## config.mk

```make
export PLATFORM = sky130hd
export DESIGN_NAME = c2d_cell
export DESIGN_NICKNAME = d
export VERILOG_FILES = /design/src/c2d_pkg.sv /design/src/c2d_cell.sv
export SDC_FILE = /design/constraint.sdc
export NUM_CORES = 2
export LEC_CHECK = 0
export ABC_AREA = 1
export BUFFER_PORTS_ARGS = -buffer_cell sky130_fd_sc_hd__buf_4
export CORE_ASPECT_RATIO = 0.5
export CORE_MARGIN = 1
export CORE_UTILIZATION = 66
export DETAILED_ROUTE_END_ITERATION = 16
export PLACE_DENSITY = 0.85
export REMOVE_ABC_BUFFERS = 1
export SLEW_MARGIN = 20
export SYNTH_ARGS = -nofsm -noshare
export SYNTH_HDL_FRONTEND = slang
export SYNTH_SLANG_ARGS = --single-unit
```

## constraint.sdc

```tcl
create_clock -name clk -period 7.5 [get_ports clk]
set_input_delay 0.75 -clock clk [delete_from_list [all_inputs] [get_ports clk]]
set_output_delay 0.75 -clock clk [all_outputs]
set_load 0.01 [all_outputs]
```

## src/c2d_pkg.sv

```systemverilog
// c2d_pkg: widths, register indexes and reset values for the valid-window convolution
// no dependencies; used by the interfaces and every module of the block but c2d_ram
package c2d_pkg;

  localparam int SAMPLE_W       = 16;
  localparam int COEF_W         = 16;
  localparam int PROD_W         = SAMPLE_W + COEF_W;
  localparam int RESULT_W       = 40;
  localparam int XY_W           = 10;
  localparam int CFG_W          = 11;
  localparam int HK_W           = 2;
  localparam int KIDX_W         = 3;
  localparam int PDATA_W        = 32;
  localparam int PADDR_W        = 4;
  localparam int MAX_LINE_DEF   = 1024;
  localparam int MAX_KERNEL_DEF = 5;
  localparam int MAX_ROWS       = 1024;

  localparam logic [1:0] REG_PIX_PER_ROW    = 2'd0;
  localparam logic [1:0] REG_ROWS_PER_FRAME = 2'd1;
  localparam logic [1:0] REG_HALF_KW        = 2'd2;
  localparam logic [1:0] REG_HALF_KH        = 2'd3;

  localparam logic [CFG_W-1:0] RST_PIX_PER_ROW    = 11'd1024;
  localparam logic [CFG_W-1:0] RST_ROWS_PER_FRAME = 11'd1024;
  localparam logic [HK_W-1:0]  RST_HALF_KW        = 2'd1;
  localparam logic [HK_W-1:0]  RST_HALF_KH        = 2'd1;

  localparam logic ACT_SAMPLE = 1'b0;
  localparam logic ACT_COEF   = 1'b1;

  typedef logic signed [SAMPLE_W-1:0] sample_t;
  typedef logic signed [COEF_W-1:0]   coef_t;
  typedef logic signed [PROD_W-1:0]   prod_t;

endpackage

```

## src/c2d_cell.sv

```systemverilog
// c2d_cell: one window column; holds its samples, passes them on, forms a column sum
// depends on c2d_pkg
module c2d_cell #(
  parameter int MAX_KERNEL = c2d_pkg::MAX_KERNEL_DEF
) (
  input  logic                    clk,
  input  logic                    en,
  input  logic                    shift,
  input  c2d_pkg::sample_t        col_in  [MAX_KERNEL],
  input  c2d_pkg::coef_t          coef    [MAX_KERNEL],
  output c2d_pkg::sample_t        col_out [MAX_KERNEL],
  output logic signed [c2d_pkg::PROD_W+$clog2(MAX_KERNEL)-1:0] col_sum
);
  import c2d_pkg::*;

  localparam int CSW = PROD_W + $clog2(MAX_KERNEL);

  sample_t               hold [MAX_KERNEL];
  prod_t                 prod [MAX_KERNEL];
  logic signed [CSW-1:0] sum_next;

  always_ff @(posedge clk) begin
    if (shift) begin
      hold <= col_in;
    end
    if (en) begin
      for (int r = 0; r < MAX_KERNEL; r++) begin
        prod[r] <= hold[r] * coef[r];
      end
      col_sum <= sum_next;
    end
  end

  always_comb begin
    sum_next = '0;
    for (int r = 0; r < MAX_KERNEL; r++) begin
      sum_next = sum_next + CSW'(prod[r]);
    end
  end

  assign col_out = hold;

endmodule

```

* Word level (Yosys, flattened, before mapping)
Memories as Yosys holds them, arrays and structs flattened. Index checks and enable logic that the tools add are counted.
Word-level totals: register bits 115, bits in writable memories 160, output and inout port bits 115, logic and storage cells 18, memories 1
Operators by class: add/sub/neg operators 4, $mul 5, mux-type cells 2
Memory list:
- prod | words 5, bits a word 32, read ports 5, clocked after memory_dff 0, write ports 5, RTL line c2d_cell.sv:19 | prod_t prod [MAX_KERNEL];
Operators by type and width (number):
- $mul 16x16->32 | 5
- $add 34x32->35 | 1
- $add 35x32->35 | 1
- $add 33x32->34 | 1
- $add 32x32->33 | 1
- $mux 1 | 2

* Logic depth before layout (Yosys ltp)
word-level depth 4, gate-level depth with buffers 28, mapped depth without buffers 26

* Worst setup path after synthesis
No wires, ideal clock.
kind input to register, from input coef[50] (netlist name), to memory prod[0][63] (netlist name), data pin, library setup time 252 ps, arrival 5967 ps, required time 7248 ps, path slack 1281 ps, stages 23, path through clkbuf_1 -> clkbuf_1 -> nand2_1 -> fa_1 -> inv_1 -> fa_1 -> inv_1 -> fa_1 -> fa_1 -> fa_1 -> fa_1 -> inv_1 -> ha_1 -> nand2_1 -> nor2_1 -> inv_1 -> nor2_2 -> and2_1 -> nand2_1 -> nand2_1 -> inv_1 -> nand2_1 -> nand2_1
RTL lines:
- start: declaration | RTL line c2d_cell.sv:10 | input c2d_pkg::coef_t coef [MAX_KERNEL],
- end: declaration | RTL line c2d_cell.sv:19

==> results <==
- The run finished with clean final reports.
- The worst endpoint required time is ~8 ns.
- The time the final worst path needs with I/O delays and setup is around 6.4 ns.
- The post-synthesis instance area is 65820 sq um.
- Setup repair after global routing left no endpoint under its margin.
- The maximum fanout encountered on the critical timing path is 17.
- The congestion estimate from routability-driven global placement came to roughly 1.
- In this run, synthesis produced a sequential element count of about 280.
- In the routed layout, each cell is associated on average with a via count of 5.436.
- The total global routing overflow is 0.
- The final-layout setup total negative slack is 0 ns.
- The final worst hold slack is about 0.23 ns.
- The antenna diode count is 0.
- A synthesized cell averages 8.267 sq um.
- The top-area cell type share of the netlist area is 42.83%.
- At the pin with the least slew margin, the transition time is 0.9712 ns.
- The post-CTS setup buffer count is 0.
- Counting every sink on the clock net gives 275.
- The via count is 50810.
- The total iterations of the first detailed-routing run is 6.
- The detailed router finished its first iteration with around 4500 violations.
- The critical path data arrival time is 6.81 ns.
- The maximum number of pins on one net before global-route repair is 71.
- The clock root buffer master is clkbuf_16.
- The initial standard-cell utilization of the core is 66.95%.
- The XOR/XNOR share of the synthesized area is ~1.7%.
- The floorplan step set the die height to 225.3 um.
- The count of yosys warnings during synthesis is 0.
- The number of max-slew violations in the final report is 0.
- The final layout contains between 10000 and 15000 nets.
- The worst-case clock skew is 0.02776 ns.
- The nature of the critical path endpoint is a flip-flop.
- The floorplan has 81 rows.
- fa_1 takes more of the synthesized area than any other cell.
- The area enclosed by the die boundary is 101100 sq um.
- The post-synthesis adder-cell area fraction is between 50% and 60%.
- After clock tree synthesis, the repair step resized 0 gates.
- The final-report setup violation count is 0.
- Cells with a size suffix above 1 make up just over 5% of the layout.
- At the later pin of the worst-skew pair, clock insertion delay measures 0.69 ns.
- The number of hold-slack violations in the final timing report is 0.
- The area fraction in compound gates after synthesis is 2.703%.
- STA classifies the critical path startpoint as a flip-flop.
- Clock-pin slew was measured on the worst setup and hold paths at roughly 0.09 ns.
- In the finished design, the share of the clock period the worst path needs comes to 85.08%.
- The longest clock path from root to sink contains 3 buffers.
- The via count of the first global-routing pass is 53170.
- The first global-routing pass estimated 271700 um of wire.
- CTS built an H-tree with a depth of 1.
- The floorplan core area is ~98000 sq um.
- Wires add up to 167800 um.
- The portion of synthesized area spent on multiplexers is 0%.
- The number of cells produced by synthesis is 7962.
- Across the run, the number of max-cap violations was 0.
- Relative to the synthesized area, the layout overhead comes to 5.728%.
- By area the synthesized netlist is led by fa_1, inv_1, edfxtp_1.
- The initial antenna violation count was 0.
- The synthesized netlist devotes between 10% and 20% of its cell area to simple gates.
- The fill cell total of the finished layout is roughly 7400.
- The count of port buffers added during placement is approximately 280.
- The tightest min-delay check is of the primary input to flip-flop type.
- After detailed routing, the number of remaining DRC violations is 0.
- TritonCTS created 31 clock buffers.
- The HPWL after detailed placement is between 100000 and 150000 um.
- The die boundary width is approximately 450 um.
- The path type of the worst setup path is flip-flop to flip-flop.
- The residual antenna-violating net count after detailed routing is 0.
- Sequential cells were found to cover around 13% of the synthesized design area.
- After synthesis, the largest family of logic cells by area is adder cells.
- For this design the top-level I/O count stands at 278.
- The all-layer global routing usage is 34.25%.
- The average wire per cell in the routed design is about 18 um.
- Counting distinct cell types in the post-synthesis netlist gives 37.
- Headroom to the max-slew limit came out at 35.26%.
- After clock tree synthesis, the flow added hold-fix buffers numbering 0.
- TritonCTS built the clock tree.
- For this run, the top clock speed supported by timing is between 0.15 and 0.2 GHz.
==> worst max-delay path, stage by stage (launching register included) <==
cell	delay, ns
edfxtp_1	0.86
nand2_1	0.20
inv_1	0.16
fa_1	0.54
fa_1	0.85
inv_1	0.16
fa_1	0.53
fa_1	0.59
fa_1	0.43
fa_1	0.49
inv_1	0.04
ha_1	0.38
nand2_1	0.16
nor2_1	0.17
nand2_1	0.09
nor3_1	0.13
nand2_1	0.08
nand3_1	0.09
inv_1	0.04
nand2_1	0.06
nand2_1	0.06
==> layout make-up <==
| cell class | instances | area, sq um | area share (%) |
|---|---|---|---|
| Clock buffer | 31 | 775.7 | 1.115 |
| Clock inverter | 25 | 251.5 | 0.3614 |
| Inverter | 2403 | 9020 | 12.96 |
| Multi-Input combinational cell | 4997 | 47460 | 68.21 |
| Sequential cell | 275 | 8258 | 11.87 |
| Tap cell | 1328 | 1662 | 2.388 |
| Timing Repair Buffer | 287 | 2158 | 3.102 |
==> synth_stat cells, drive strengths merged <==
master / count
nor3: 39
ha: 445
o21bai: 27
clkbuf: 282
xnor2: 30
nand3b: 13
and2: 3
buf: 5
o21a: 6
a21boi: 6
or2: 26
edfxtp: 275
nor2: 275
and3: 3
a21oi: 185
xor2: 100
a31oi: 3
inv: 2403
fa: 1408
o21ai: 94
nor3b: 1
nand2: 2078
nand3: 178
nor4: 5
a21o: 8
nand4: 64
==> logic make-up after synthesis <==
family | count (synthesis)
adders and majority gates | 1853
and+or+nand+nor | 2685
DFF | 275
AOI/OAI and AO/OA | 329
buffers and inverters | 2690
xor gates and xnor gates | 130
==> sequential cells by signal, summed over array words and instances (netlist names) <==
name / cells
prod: 160
col_sum: 35
col_out: 80
==> per-stage QoR <==
stage	worst slack, ns	instance area (sq um)	instances	util, %
after floorplan	1.759	64740	7675	-
after detailed placement	1.056	68560	9290	69.74
final	1.119	69590	9346	70.79
after global routing	0.7272	69590	9346	70.79
after global placement	1.058	68560	9290	69.74
after CTS	1.134	69590	9346	70.79
==> layer usage <==
layer | track usage (%) | vias up | wire length (um)
met4 | 9.468 | 0 | 4726
met1 | 47.29 | 25230 | 66090
met5 | 0 | - | 0
met2 | 55.04 | 2381 | 78470
met3 | 7.667 | 388 | 18470
li1 | - | 22810 | -
==> final timing paths <==
path                                     to  depth (start not counted)  slack (ns)         start
worst min-delay path            col_out[48]                          1        0.23    col_in[48]
worst max-delay path            prod[0][31]                         20        1.12   col_out[79]
worst min register to register   col_sum[0]                          1        0.69  prod[0][128]
worst max register to register  prod[0][31]                         20        1.12   col_out[79]
==> cells in the final DEF, fill, tap and decap left out, types with 4 or more instances in the layout <==
master | synthesis | routed
nand3_1 | 175 | 175
inv_6 | 0 | 7
clkbuf_16 | 0 | 31
o21ai_1 | 5 | 5
o21bai_1 | 27 | 27
nand2_1 | 2064 | 2064
edfxtp_1 | 275 | 275
nor4_1 | 5 | 5
clkinv_1 | 0 | 4
nor2_2 | 10 | 10
or2_2 | 23 | 23
inv_1 | 2391 | 2391
o21ai_0 | 89 | 89
nor2_4 | 4 | 4
xor2_1 | 100 | 100
nand3b_1 | 13 | 13
inv_2 | 12 | 12
nand4_1 | 64 | 64
clkinv_2 | 0 | 4
a21oi_1 | 182 | 182
a21boi_0 | 5 | 5
xnor2_1 | 30 | 30
nor2_1 | 261 | 261
fa_1 | 1408 | 1408
nand2_2 | 13 | 13
nor3_1 | 34 | 34
ha_1 | 445 | 445
nor3_2 | 5 | 5
o21a_1 | 6 | 6
buf_4 | 0 | 286
a21o_1 | 8 | 8
Power is not shown: default switching activity piles up to over one toggle a cycle in this logic, so the estimate is an artifact.
